### src/hdl/wrr_pkg.sv
// Shared types and constants for the window receiver reorder block.
// No dependencies; used by the interfaces, the arithmetic unit and the top level.
package wrr_pkg;

  // Reorder ring depth. Must be a power of two: the slot index is the low sequence bits.
  localparam int WINDOW_MAX  = 32;
  localparam int PAYLOAD_MAX = 500;
  localparam int MAX_RESULTS = 34;

  localparam int IDX_W  = $clog2(WINDOW_MAX);
  localparam int CNT_W  = $clog2(WINDOW_MAX + 1);
  localparam int SEQ_W  = 32;
  localparam int LEN_W  = 9;
  localparam int PLEN_W = 16;
  localparam int WS_W   = 6;
  localparam int SLOT_W = SEQ_W + LEN_W;

  localparam logic [WS_W-1:0]   WS_RESET = 6'd8;
  localparam logic [PLEN_W-1:0] HDR_LEN  = 16'd12;
  localparam logic [PLEN_W-1:0] ACK_LEN  = 16'd8;
  localparam logic [PLEN_W-1:0] PLEN_MAX = PLEN_W'(12 + PAYLOAD_MAX);

  localparam logic [1:0] KIND_DATA = 2'd0;
  localparam logic [1:0] KIND_EOF  = 2'd1;
  localparam logic [1:0] KIND_ACK  = 2'd2;

  typedef enum logic [3:0] {
    S_IDLE,
    S_LEN,
    S_SPACE,
    S_WIN,
    S_INORD,
    S_DRN_A,
    S_DRN_B,
    S_DRN_C,
    S_ACK,
    S_EOF
  } state_t;

  typedef enum logic [1:0] {
    ALU_SUB,
    ALU_SUBM1,
    ALU_INC
  } alu_op_t;

  typedef struct packed {
    alu_op_t            op;
    logic [SEQ_W-1:0]   a;
    logic [SEQ_W-1:0]   b;
  } alu_req_t;

  typedef struct packed {
    logic [SEQ_W-1:0]   res;
    logic               carry;
  } alu_rsp_t;

endpackage

### src/hdl/wrr_if.sv
// Valid/ready channel interfaces for packet/space events and for results.
// Depends on wrr_pkg for field widths.
interface wrr_in_if;
  logic                        valid;
  logic                        ready;
  logic                        op;
  logic [wrr_pkg::SEQ_W-1:0]   seqno;
  logic [wrr_pkg::PLEN_W-1:0]  pkt_len;
  logic [wrr_pkg::PLEN_W-1:0]  recv_len;
  logic [wrr_pkg::PLEN_W-1:0]  out_space;

  modport source (output valid, op, seqno, pkt_len, recv_len, out_space, input ready);
  modport sink   (input valid, op, seqno, pkt_len, recv_len, out_space, output ready);
endinterface

interface wrr_out_if;
  logic                        valid;
  logic                        ready;
  logic [1:0]                  kind;
  logic [wrr_pkg::SEQ_W-1:0]   out_seqno;
  logic [wrr_pkg::LEN_W-1:0]   payload_len;
  logic [wrr_pkg::SEQ_W-1:0]   ack_number;
  logic                        last;

  modport source (output valid, kind, out_seqno, payload_len, ack_number, last, input ready);
  modport sink   (input valid, kind, out_seqno, payload_len, ack_number, last, output ready);
endinterface

### src/hdl/window_receiver_reorder_core.sv
// Receiver reorder and delivery core: sequencer, reorder store and result register.
// Depends on wrr_pkg, wrr_if, wrr_ram and wrr_alu.
//
// Receiver side of a selective-repeat window. Each event runs through a small
// sequencer that drives one shared 32-bit add/subtract unit, one step a cycle
// save for the output waits below, and in_ch.ready is high only between events.
// A dropped packet runs S_LEN; a held-back end-of-file adds S_WIN; an
// out-of-window or buffered packet also S_ACK; an end-of-file also S_EOF; an
// in-order delivery S_LEN, S_WIN, S_INORD, a store drain and S_ACK. A space
// event ends at S_SPACE with an empty store, otherwise it drains and runs S_ACK
// (up to WINDOW_MAX drains; when that limit ends the drain, the last store
// lookup is skipped). Each drained packet takes the sequence increment, the
// registered store read with the space compare, and the space update. Every
// step that emits a result also waits while the result register is still full
// and out_ch.ready is low. The store is empty after reset with no clearing pass.
module window_receiver_reorder_core (
  input  logic                     clk,
  input  logic                     rst_n,
  wrr_in_if.sink                   in_ch,
  wrr_out_if.source                out_ch,
  input  logic                     cfg_we,
  input  logic [wrr_pkg::WS_W-1:0] cfg_wdata
);
  import wrr_pkg::*;

  state_t               state_r, state_nxt;
  logic [WS_W-1:0]      ws_r;
  logic [SEQ_W-1:0]     ld_r, ld_nxt;
  logic [CNT_W-1:0]     cnt_r, cnt_nxt;
  logic [WINDOW_MAX-1:0] full_r, full_nxt;
  logic [PLEN_W-1:0]    space_r, space_nxt;
  logic [SEQ_W-1:0]     off_r, off_nxt;
  logic [LEN_W-1:0]     pay_r, pay_nxt;
  logic [SEQ_W-1:0]     want_r, want_nxt;
  logic [LEN_W-1:0]     len_r, len_nxt;
  logic [CNT_W-1:0]     drn_r, drn_nxt;
  logic                 base_r, base_nxt;
  logic                 eof_r, eof_nxt;

  logic [SEQ_W-1:0]     seq_r;
  logic [PLEN_W-1:0]    plen_r;
  logic [PLEN_W-1:0]    rlen_r;

  logic                 out_valid_r;
  logic [1:0]           out_kind_r;
  logic [SEQ_W-1:0]     out_seq_r;
  logic [LEN_W-1:0]     out_len_r;
  logic [SEQ_W-1:0]     out_ack_r;
  logic                 out_last_r;

  logic                 emit;
  logic [1:0]           e_kind;
  logic [SEQ_W-1:0]     e_seq;
  logic [LEN_W-1:0]     e_len;
  logic [SEQ_W-1:0]     e_ack;
  logic                 e_last;
  logic                 out_free;
  logic                 in_rdy;

  alu_req_t             alu_req;
  alu_rsp_t             alu_rsp;

  logic                 ram_we;
  logic [IDX_W-1:0]     raddr;
  logic [SLOT_W-1:0]    rdata;
  logic [SEQ_W-1:0]     rd_seq;
  logic [LEN_W-1:0]     rd_len;

  logic [IDX_W-1:0]     seq_idx;
  logic [IDX_W-1:0]     want_idx;
  logic [CNT_W-1:0]     win;
  logic                 len_bad;
  logic                 limit_ok;

  wrr_alu u_alu (
    .req (alu_req),
    .rsp (alu_rsp)
  );

  wrr_ram #(
    .WIDTH (SLOT_W),
    .DEPTH (WINDOW_MAX)
  ) u_store (
    .clk   (clk),
    .we    (ram_we),
    .waddr (seq_idx),
    .wdata ({seq_r, pay_r}),
    .raddr (raddr),
    .rdata (rdata)
  );

  assign rd_seq   = rdata[SLOT_W-1:LEN_W];
  assign rd_len   = rdata[LEN_W-1:0];
  assign seq_idx  = seq_r[IDX_W-1:0];
  assign want_idx = want_r[IDX_W-1:0];
  assign out_free = !out_valid_r || out_ch.ready;

  assign win = ({{(32-WS_W){1'b0}}, ws_r} > 32'(WINDOW_MAX)) ? CNT_W'(WINDOW_MAX)
                                                              : CNT_W'(ws_r);

  // short, inconsistent, oversized and ack-length packets all give nothing
  assign len_bad = (rlen_r < ACK_LEN) || (rlen_r < plen_r) || (plen_r < HDR_LEN) ||
                   (plen_r > PLEN_MAX);

  assign limit_ok = (32'(drn_r) < 32'(WINDOW_MAX)) &&
                    ((32'(drn_r) + 32'(base_r)) < 32'(MAX_RESULTS - 1));

  always_ff @(posedge clk) begin
    if (!rst_n) begin
      state_r <= S_IDLE;
      ws_r    <= WS_RESET;
      ld_r    <= '0;
      cnt_r   <= '0;
      full_r  <= '0;
      base_r  <= 1'b0;
      eof_r   <= 1'b0;
      drn_r   <= '0;
    end else begin
      state_r <= state_nxt;
      if (cfg_we) begin
        ws_r <= cfg_wdata;
      end
      ld_r    <= ld_nxt;
      cnt_r   <= cnt_nxt;
      full_r  <= full_nxt;
      base_r  <= base_nxt;
      eof_r   <= eof_nxt;
      drn_r   <= drn_nxt;
    end
  end

  always_ff @(posedge clk) begin
    space_r <= space_nxt;
    off_r   <= off_nxt;
    pay_r   <= pay_nxt;
    want_r  <= want_nxt;
    len_r   <= len_nxt;
    if (in_ch.valid && in_rdy) begin
      seq_r  <= in_ch.seqno;
      plen_r <= in_ch.pkt_len;
      rlen_r <= in_ch.recv_len;
    end
  end

  always_comb begin
    state_nxt = state_r;
    ld_nxt    = ld_r;
    cnt_nxt   = cnt_r;
    full_nxt  = full_r;
    space_nxt = space_r;
    off_nxt   = off_r;
    pay_nxt   = pay_r;
    want_nxt  = want_r;
    len_nxt   = len_r;
    drn_nxt   = drn_r;
    base_nxt  = base_r;
    eof_nxt   = eof_r;
    emit      = 1'b0;
    e_kind    = KIND_ACK;
    e_seq     = '0;
    e_len     = '0;
    e_ack     = '0;
    e_last    = 1'b0;
    ram_we    = 1'b0;
    raddr     = seq_idx;
    in_rdy    = 1'b0;
    alu_req   = '{op: ALU_SUB, a: '0, b: '0};

    unique case (state_r)
      S_IDLE: begin
        in_rdy = 1'b1;
        if (in_ch.valid) begin
          state_nxt = in_ch.op ? S_SPACE : S_LEN;
          space_nxt = in_ch.out_space;
          eof_nxt   = 1'b0;
          drn_nxt   = '0;
        end
      end

      S_LEN: begin
        // offset into the window: seq - last_delivered - 1
        alu_req   = '{op: ALU_SUBM1, a: seq_r, b: ld_r};
        off_nxt   = alu_rsp.res;
        pay_nxt   = LEN_W'(plen_r - HDR_LEN);
        state_nxt = (len_bad || (cnt_r >= win)) ? S_IDLE : S_WIN;
      end

      S_WIN: begin
        alu_req = '{op: ALU_SUB, a: off_r, b: 32'(win)};
        if (alu_rsp.carry) begin
          state_nxt = S_ACK;
        end else if (off_r != '0) begin
          if (!full_r[seq_idx]) begin
            full_nxt[seq_idx] = 1'b1;
            cnt_nxt           = cnt_r + 1'b1;
            ram_we            = 1'b1;
          end
          state_nxt = S_ACK;
        end else if (pay_r == '0) begin
          // end-of-file held back while anything is buffered
          if (cnt_r != '0) begin
            state_nxt = S_IDLE;
          end else begin
            ld_nxt    = seq_r;
            eof_nxt   = 1'b1;
            state_nxt = S_ACK;
          end
        end else begin
          state_nxt = S_INORD;
        end
      end

      S_INORD: begin
        alu_req = '{op: ALU_SUB, a: 32'(space_r), b: 32'(pay_r)};
        if (!alu_rsp.carry) begin
          if (!full_r[seq_idx]) begin
            full_nxt[seq_idx] = 1'b1;
            cnt_nxt           = cnt_r + 1'b1;
            ram_we            = 1'b1;
          end
          state_nxt = S_IDLE;
        end else if (out_free) begin
          // a buffered copy of this packet is superseded
          if (full_r[seq_idx] && (rd_seq == seq_r)) begin
            full_nxt[seq_idx] = 1'b0;
            if (cnt_r != '0) begin
              cnt_nxt = cnt_r - 1'b1;
            end
          end
          ld_nxt    = seq_r;
          space_nxt = alu_rsp.res[PLEN_W-1:0];
          emit      = 1'b1;
          e_kind    = KIND_DATA;
          e_seq     = seq_r;
          e_len     = pay_r;
          base_nxt  = 1'b1;
          drn_nxt   = '0;
          state_nxt = S_DRN_A;
        end
      end

      S_SPACE: begin
        if (cnt_r == '0) begin
          state_nxt = S_IDLE;
        end else begin
          base_nxt  = 1'b0;
          drn_nxt   = '0;
          state_nxt = S_DRN_A;
        end
      end

      S_DRN_A: begin
        alu_req = '{op: ALU_INC, a: ld_r, b: '0};
        raddr   = alu_rsp.res[IDX_W-1:0];
        if (!limit_ok) begin
          state_nxt = S_ACK;
        end else begin
          want_nxt  = alu_rsp.res;
          state_nxt = S_DRN_B;
        end
      end

      S_DRN_B: begin
        raddr   = want_idx;
        // stop when the slot does not hold the next packet or space <= len
        alu_req = '{op: ALU_SUB, a: 32'(rd_len), b: 32'(space_r)};
        len_nxt = rd_len;
        if (!full_r[want_idx] || (rd_seq != want_r) || alu_rsp.carry) begin
          state_nxt = S_ACK;
        end else begin
          state_nxt = S_DRN_C;
        end
      end

      S_DRN_C: begin
        raddr   = want_idx;
        alu_req = '{op: ALU_SUB, a: 32'(space_r), b: 32'(len_r)};
        if (out_free) begin
          emit               = 1'b1;
          e_kind             = (len_r == '0) ? KIND_EOF : KIND_DATA;
          e_seq              = want_r;
          e_len              = len_r;
          space_nxt          = alu_rsp.res[PLEN_W-1:0];
          ld_nxt             = want_r;
          full_nxt[want_idx] = 1'b0;
          if (cnt_r != '0) begin
            cnt_nxt = cnt_r - 1'b1;
          end
          drn_nxt   = drn_r + 1'b1;
          state_nxt = S_DRN_A;
        end
      end

      S_ACK: begin
        alu_req = '{op: ALU_INC, a: ld_r, b: '0};
        if (out_free) begin
          emit      = 1'b1;
          e_kind    = KIND_ACK;
          e_ack     = alu_rsp.res;
          e_last    = !eof_r;
          state_nxt = eof_r ? S_EOF : S_IDLE;
        end
      end

      S_EOF: begin
        if (out_free) begin
          emit      = 1'b1;
          e_kind    = KIND_EOF;
          e_seq     = seq_r;
          e_last    = 1'b1;
          state_nxt = S_IDLE;
        end
      end

      default: begin
        state_nxt = S_IDLE;
      end
    endcase
  end

  always_ff @(posedge clk) begin
    if (!rst_n) begin
      out_valid_r <= 1'b0;
    end else if (emit) begin
      out_valid_r <= 1'b1;
    end else if (out_ch.ready) begin
      out_valid_r <= 1'b0;
    end
  end

  always_ff @(posedge clk) begin
    if (emit) begin
      out_kind_r <= e_kind;
      out_seq_r  <= e_seq;
      out_len_r  <= e_len;
      out_ack_r  <= e_ack;
      out_last_r <= e_last;
    end
  end

  assign in_ch.ready        = in_rdy;
  assign out_ch.valid       = out_valid_r;
  assign out_ch.kind        = out_kind_r;
  assign out_ch.out_seqno   = out_seq_r;
  assign out_ch.payload_len = out_len_r;
  assign out_ch.ack_number  = out_ack_r;
  assign out_ch.last        = out_last_r;

  a_count_matches: assert property (@(posedge clk) disable iff (!rst_n)
    cnt_r == CNT_W'($countones(full_r)))
    else $error("buffered count out of step with slot flags");

  a_accept_starts: assert property (@(posedge clk) disable iff (!rst_n)
    (in_ch.valid && in_ch.ready) |=> (state_r == S_LEN || state_r == S_SPACE))
    else $error("accepted transfer did not start the sequencer");

  a_drain_slot_full: assert property (@(posedge clk) disable iff (!rst_n)
    (state_r == S_DRN_C) |-> full_r[want_idx])
    else $error("draining an empty slot");

  a_no_overwrite: assert property (@(posedge clk) disable iff (!rst_n)
    emit |-> out_free)
    else $error("result register overwritten before transfer");

endmodule

### src/hdl/wrr_ram.sv
// Generic single-write, single-read RAM with registered read data.
// No dependencies.
module wrr_ram #(
  parameter int WIDTH = 8,
  parameter int DEPTH = 32
) (
  input  logic                                    clk,
  input  logic                                    we,
  input  logic [((DEPTH > 1) ? $clog2(DEPTH) : 1)-1:0] waddr,
  input  logic [WIDTH-1:0]                        wdata,
  input  logic [((DEPTH > 1) ? $clog2(DEPTH) : 1)-1:0] raddr,
  output logic [WIDTH-1:0]                        rdata
);

  logic [WIDTH-1:0] mem_r [DEPTH];
  logic [WIDTH-1:0] rdata_r;

  always_ff @(posedge clk) begin
    if (we) begin
      mem_r[waddr] <= wdata;
    end
    rdata_r <= mem_r[raddr];
  end

  assign rdata = rdata_r;

endmodule

### src/hdl/wrr_alu.sv
// Shared 32-bit add/subtract unit used by the sequencer's arithmetic steps.
// Depends on wrr_pkg for the request and response types.
module wrr_alu (
  input  wrr_pkg::alu_req_t req,
  output wrr_pkg::alu_rsp_t rsp
);
  import wrr_pkg::*;

  logic [SEQ_W-1:0] bb;
  logic             cin;
  logic [SEQ_W:0]   sum;

  always_comb begin
    unique case (req.op)
      ALU_SUB: begin
        bb  = ~req.b;
        cin = 1'b1;
      end
      ALU_SUBM1: begin
        bb  = ~req.b;
        cin = 1'b0;
      end
      ALU_INC: begin
        bb  = '0;
        cin = 1'b1;
      end
      default: begin
        bb  = '0;
        cin = 1'b0;
      end
    endcase
    sum = {1'b0, req.a} + {1'b0, bb} + {{SEQ_W{1'b0}}, cin};
    // carry set on subtract means a >= b
    rsp.res   = sum[SEQ_W-1:0];
    rsp.carry = sum[SEQ_W];
  end

endmodule
### src/flat_wrapper.sv
// flat-port wrapper written by rule: the top's interface ports become plain ports
module window_receiver_reorder_core_flat import wrr_pkg::*;
  (clk, rst_n, cfg_we, cfg_wdata, in_ch_valid, in_ch_op, in_ch_seqno, in_ch_pkt_len, in_ch_recv_len, in_ch_out_space, in_ch_ready, out_ch_valid, out_ch_kind, out_ch_out_seqno, out_ch_payload_len, out_ch_ack_number, out_ch_last, out_ch_ready);
  wrr_in_if in_ch_i ();
  wrr_out_if out_ch_i ();
  input  logic clk;
  input  logic rst_n;
  input  logic cfg_we;
  input  logic [wrr_pkg::WS_W-1:0] cfg_wdata;
  input wire logic [$bits(in_ch_i.valid)-1:0] in_ch_valid;
  input wire logic [$bits(in_ch_i.op)-1:0] in_ch_op;
  input wire logic [$bits(in_ch_i.seqno)-1:0] in_ch_seqno;
  input wire logic [$bits(in_ch_i.pkt_len)-1:0] in_ch_pkt_len;
  input wire logic [$bits(in_ch_i.recv_len)-1:0] in_ch_recv_len;
  input wire logic [$bits(in_ch_i.out_space)-1:0] in_ch_out_space;
  output wire logic [$bits(in_ch_i.ready)-1:0] in_ch_ready;
  output wire logic [$bits(out_ch_i.valid)-1:0] out_ch_valid;
  output wire logic [$bits(out_ch_i.kind)-1:0] out_ch_kind;
  output wire logic [$bits(out_ch_i.out_seqno)-1:0] out_ch_out_seqno;
  output wire logic [$bits(out_ch_i.payload_len)-1:0] out_ch_payload_len;
  output wire logic [$bits(out_ch_i.ack_number)-1:0] out_ch_ack_number;
  output wire logic [$bits(out_ch_i.last)-1:0] out_ch_last;
  input wire logic [$bits(out_ch_i.ready)-1:0] out_ch_ready;
  assign in_ch_i.valid = in_ch_valid;
  assign in_ch_i.op = in_ch_op;
  assign in_ch_i.seqno = in_ch_seqno;
  assign in_ch_i.pkt_len = in_ch_pkt_len;
  assign in_ch_i.recv_len = in_ch_recv_len;
  assign in_ch_i.out_space = in_ch_out_space;
  assign in_ch_ready = in_ch_i.ready;
  assign out_ch_valid = out_ch_i.valid;
  assign out_ch_kind = out_ch_i.kind;
  assign out_ch_out_seqno = out_ch_i.out_seqno;
  assign out_ch_payload_len = out_ch_i.payload_len;
  assign out_ch_ack_number = out_ch_i.ack_number;
  assign out_ch_last = out_ch_i.last;
  assign out_ch_i.ready = out_ch_ready;
  window_receiver_reorder_core u_core (.clk(clk), .rst_n(rst_n), .in_ch(in_ch_i), .out_ch(out_ch_i), .cfg_we(cfg_we), .cfg_wdata(cfg_wdata));
endmodule
### config.mk
export PLATFORM = sky130hd
export DESIGN_NAME = window_receiver_reorder_core_flat
export DESIGN_NICKNAME = d
export VERILOG_FILES = /design/src/hdl/wrr_pkg.sv /design/src/hdl/wrr_if.sv /design/src/hdl/window_receiver_reorder_core.sv /design/src/hdl/wrr_ram.sv /design/src/hdl/wrr_alu.sv /design/src/flat_wrapper.sv
export SDC_FILE = /design/constraint.sdc
export NUM_CORES = 2
export LEC_CHECK = 0
export BUFFER_PORTS_ARGS = -buffer_cell sky130_fd_sc_hd__buf_2
export CORE_MARGIN = 2
export CORE_UTILIZATION = 50
export DETAILED_ROUTE_END_ITERATION = 7
export PLACE_DENSITY = 0.66
export SETUP_SLACK_MARGIN = 0.15
export SYNTH_ARGS = -nofsm -noshare
export SYNTH_HDL_FRONTEND = slang
export SYNTH_HIERARCHICAL = 1
export SYNTH_SLANG_ARGS = --single-unit
### constraint.sdc
create_clock -name clk -period 24.1 [get_ports clk]
set_input_delay 7.23 -clock clk [delete_from_list [all_inputs] [get_ports clk]]
set_output_delay 7.23 -clock clk [all_outputs]
set_load 0.05 [all_outputs]
== Word level (Yosys, flattened, before mapping) ==
Memory sizes are Yosys's and may differ from the RTL's. A register that Yosys moved wholly into a read port is not among the register bits.
Cells that the tools add are included.
Operators by class
  $add $sub $neg: 7
  magnitude comparators: 12
  equal/unequal tests: 27
  multiplexer cells: 103
  bitwise logic cells: 6
  reductions and logical operators: 42
Operator list (count)
  32-bit two-way mux: 18
  66-bit one-hot mux with 6 select lines: 1
  32-bit one-hot mux with 3 select lines: 3
  32-bit inverter: 3
  6-bit two-way mux: 14
  32-bit AND: 2
  16-bit two-way mux: 3
  4-bit two-way mux: 12
  16-bit one-hot mux with 3 select lines: 1
  4-bit one-hot mux with 10 select lines: 1
  32-bit by 32-bit adder with 33-bit output: 1
  33-bit by 1-bit adder with 33-bit output: 1
  32-bit == test: 1
  16-bit by 4-bit less-than comparator with 1-bit output, second input constant: 2
  32-bit by 6-bit less-than comparator with 1-bit output, second input constant: 1
  32-bit inequality test: 1
  32-bit OR: 1
  32-bit nonzero test: 1
  9-bit two-way mux: 3
  1-bit two-way mux: 26
  6-bit one-hot mux with 4 select lines: 1
  9-bit zero test: 2
  6-bit one-hot mux with 3 select lines: 1
  9-bit one-hot mux with 2 select lines: 1
  other kinds (44): 96
Storage, ports and cells
  bits in registers: 327
  bits in writable memories: 1312
  output and inout port bits: 78
  logic and storage cells: 220
  memories: 1
Memories
  u_core.u_store.mem_r: words 32, width 41, rd ports 1, clocked after memory_dff 1, write ports 1, RTL line wrr_ram.sv:15  | logic [WIDTH-1:0] mem_r [DEPTH];

== Logic depth before layout (Yosys ltp) ==
  depth in word-level cells: 12
  mapped depth: 27

== Hierarchy ==
Netlist, hierarchy kept.
Modules (own cells, without submodules)
  wrr_ram: times used 1, cells each 2883, area each 51799.7 µm², sequential area each 40218.6 µm²
  window_receiver_reorder_core: times used 1, cells each 1479, area each 16584.7 µm², sequential area each 8928.6 µm²
  wrr_alu: times used 1, cells each 286, area each 1990.7 µm², sequential area each 0.0 µm²

== Least setup slack after synthesis ==
OpenSTA, ideal clock, no wires.
  path kind: input to register
  from: in out_ch_ready
  to: reg u_core.out_ack_r[0], in the netlist u_core/out_ch.ack_number[0], enable pin
  setup time: 0.511 ns
  arrival: 10.638 ns
  path slack: 12.951 ns
  stages: 3
  path buffers: 1
  path through: nor2b_1 > clkbuf_1 > nor2_1
On the way
  longest elaborated chain between the ends: 4
Ends and longest elaborated chain
  start, declared: RTL line flat_wrapper.sv:23  | input wire logic [$bits(out_ch_i.ready)-1:0] out_ch_ready;
  1-bit logical OR *: RTL line window_receiver_reorder_core.sv:96  | assign out_free = !out_valid_r || out_ch.ready;
  1-bit two-way mux *
  1-bit two-way mux: RTL line window_receiver_reorder_core.sv:215  | if (!alu_rsp.carry) begin
  1-bit one-hot mux with 2 select lines *: RTL line window_receiver_reorder_core.sv:169  | unique case (state_r)
  net u_core.emit: RTL line window_receiver_reorder_core.sv:51  | logic emit;
  end signal, assigned: RTL line window_receiver_reorder_core.sv:336  | out_ack_r <= e_ack;
  end, declared: RTL line window_receiver_reorder_core.sv:48  | logic [SEQ_W-1:0] out_ack_r;
The timed path passes the listed nets; every way through them passes the cells marked *.
A chain may end at the register's enable or synchronous reset.

== Worst setup path in the final report ==
  from: reg u_core.state_r[1]
  to: out in_ch_ready
On the way
  longest elaborated chain between the ends: 2
Ends and longest elaborated chain
  start, declared: RTL line window_receiver_reorder_core.sv:26  | state_t state_r, state_nxt;
  start signal, assigned: RTL line window_receiver_reorder_core.sv:119  | state_r <= state_nxt;
  4-bit zero test: RTL line window_receiver_reorder_core.sv:169
  1-bit two-way mux: RTL line window_receiver_reorder_core.sv:169
  end, declared: RTL line flat_wrapper.sv:16  | output wire logic [$bits(in_ch_i.ready)-1:0] in_ch_ready;
No other way between the ends.

==> flow_metrics.tcl <==
set metrics [dict create \
    holdWs_ns 0.4360 \
    ys_warn_count 6 \
    slew_viol_final 0 \
    worstPathRequired_ns 16.87 \
    dieHeight_microns 379.2 \
    syn_nets 4801 \
    htreeDepth 4 \
    wl_per_cell_microns 28.93 \
    ys_ff_latch 1680 \
    grt_pass1_wl_microns 282500 \
    clk_pin_slew_ns 0.06 \
    synthesis.area_sq_um 70370 \
    ant_nets 0 \
    max_freq_mhz 102.9 \
    layout_min_cycle_time_ns 9.715 \
    initial_core_util_pct 50.44 \
    core_area_sq_um 139500 \
    first_global_vias 40840 \
    cp_max_fo 28 \
    area_delta_synth_final_pct 12.11 \
    numPortBuffers 169 \
    tritoncts "yes" \
    finalCritPeriodShare_pct 40.31 \
    drt_first_pass_iters 8 \
    syn_area_per_cell_sq_um 15.14 \
    routabilityCongestion 0.9315 \
    clk_latency_ns 0.80 \
    synth_cells 4648 \
    post_cts_buffers 0 \
    hold_class "reg2reg" \
    die_w_microns 379.2 \
    status "complete, but fails checks" \
    grt_use_total_pct 27.28 \
    synth_seq_area_share_pct 69.84 \
    wl_microns 197900 \
    clockRootBuffer "clkbuf_16" \
    die_area_sq_um 143800 \
    ys.flop_type "edfxtp_1" \
    crit_type "reg2out" \
    max-cap-violations 0 \
    ys_types 103 \
    setup.worst_path.start_class "flip-flop" \
    hold_buffers 0 \
    powerDensity_nw_per_um2 85.52 \
    vdd_ir_drop_max_v 0.00007230 \
    slowest_delay_ns 0.67 \
    clk_path_buf_depth 3 \
    path_cells "nor4_1 > buf_2" \
    end_kind "output pin" \
    grt_overflow_total 0 \
    ctsResizeCount 0 \
    num_antenna_cells 0 \
    tns_ns 0 \
    async_flop_share_pct 0 \
    fin_area_sq_um 78900 \
    crit_buf_inv 1 \
    slew_headroom_pct 17.15 \
    vias 42970 \
    avgViaCountPerCell 6.280 \
    slowest_stage "nor4_1" \
    power_leakage_uw 0.02899 \
    violations "DRC" \
    skew_ns 0.03685 \
    grt_max_degree 145 \
    dpl.hpwl_microns 116300 \
    cp_data_arrival_time_ns 2.48 \
    synth_edf_count 1550 \
    drt_iter0_drc 5633 \
    setup_viol 0 \
    num_io_pins 170 \
    antenna_found_initial 2 \
    max_slew.worst_pin.slew_ns 1.240 \
    drc 5 \
    cts_buffers 168 \
    rsz0062_at_grt "no" \
    clock-sinks 1680 \
    row_count 137 \
    nNetsFinal 4976 \
    place_area_sq_um 73330 \
    critPathTopFamily "simple AND/OR/NAND/NOR gates" \
    drive_above_1_share_pct 13.89 \
    finalHoldViolCount 0 \
]
logic make-up after synthesis:
kind of cell | Yosys count | synth area share, %
compound gates | 804 | 8.703
xor+xnor | 94 | 1.170
fa+ha+maj | 61 | 1.106
buf+inv | 338 | 2.494
flops | 1680 | 69.84
mux | 689 | 9.997
simple gates | 982 | 6.694
stage by stage:
step / setup slack (ns) / util [%] / total power (uW) / instances
3_5_place_dp: 14.55 / 52.55 / 4162 / 6529
2_1_floorplan: 12.95 / - / 3879 / 4648
5_1_grt: 14.31 / 56.55 / 6946 / 6842
3_3_place_gp: 14.61 / 52.55 / 4155 / 6529
6_report: 14.39 / 56.55 / 6747 / 6842
4_1_cts: 14.38 / 56.55 / 6769 / 6842
layer usage:
layer,vias to the layer above,wire [microns],track usage [%]
met5,-,0,0
met4,0,6232,9.352
met3,381,19030,5.251
met2,2259,92000,42.40
met1,21850,80680,38.57
li1,18480,-,-
Yosys cell counts (45+ instances only):
library cell / count / area share, %
a21oi_1: 183 / 1.3
buf_4: 45 / 0.48
nand3_1: 163 / 1.2
nor3_1: 62 / 0.44
dfxtp_1: 130 / 3.7
inv_1: 49 / 0.26
xor2_1: 72 / 0.90
ha_1: 59 / 1.0
edfxtp_1: 1550 / 66
a22oi_1: 172 / 1.8
a22o_1: 126 / 1.6
buf_2: 53 / 0.38
a31oi_1: 48 / 0.43
o21ai_0: 60 / 0.43
nand2_1: 342 / 1.8
nor2_1: 199 / 1.1
clkbuf_1: 144 / 0.77
mux2i_1: 677 / 9.6
placed cells by master, fill, tap and decap left out, types with 47 or more instances in the layout:
master,instances
edfxtp_1,1550
mux2i_1,677
nand2_1,341
a21oi_1,183
clkbuf_16,173
a22oi_1,172
buf_2,169
nor2_1,163
nand3_1,163
dfxtp_1,130
a22o_1,126
buf_4,119
xor2_1,72
nor3_1,61
o21ai_0,59
ha_1,59
a31oi_1,48
inv_1,47
state kept, by name (all words and copies together) (netlist names), 32 cells and up:
name,cells
u_core/out_ch.out_seqno,32
u_core/seq_r,32
u_core/u_store/rdata,41
u_core/full_r,32
u_core/ld_r,32
u_core/want_r,32
u_core/u_store/mem_r,1312
u_core/out_ch.ack_number,32
u_core/off_r,32
power breakdown:
part | internal (uW) | switching [uW] | total [uW]
clock | 1530 | 1100 | 2630
sequential | 3270 | 50.5 | 3320
combinational | 256 | 541 | 797
layout make-up:
class,count,area [sq um]
fillers,10890,60630
flip-flops and latches,1680,49150
clock inverters,96,1047
inverters,50,188.9
well taps,1876,2347
repair buffers,293,1839
multi-input cells,2630,19810
clock buffers,217,4524
worst paths after layout:
check / startpoint / end / slack, ns / cells past startpoint
worst max register to register: u_core/state_r[2] / u_core/u_store/mem_r[14][22] / 15.35 / 20
worst min-delay path: u_core/u_store/rdata[8] / u_core/len_r[8] / 0.44 / 0
worst max-delay path: u_core/state_r[1] / in_ch_ready / 14.39 / 2
worst min register to register: u_core/u_store/rdata[8] / u_core/len_r[8] / 0.44 / 0
(Power assumes the default switching activity.)
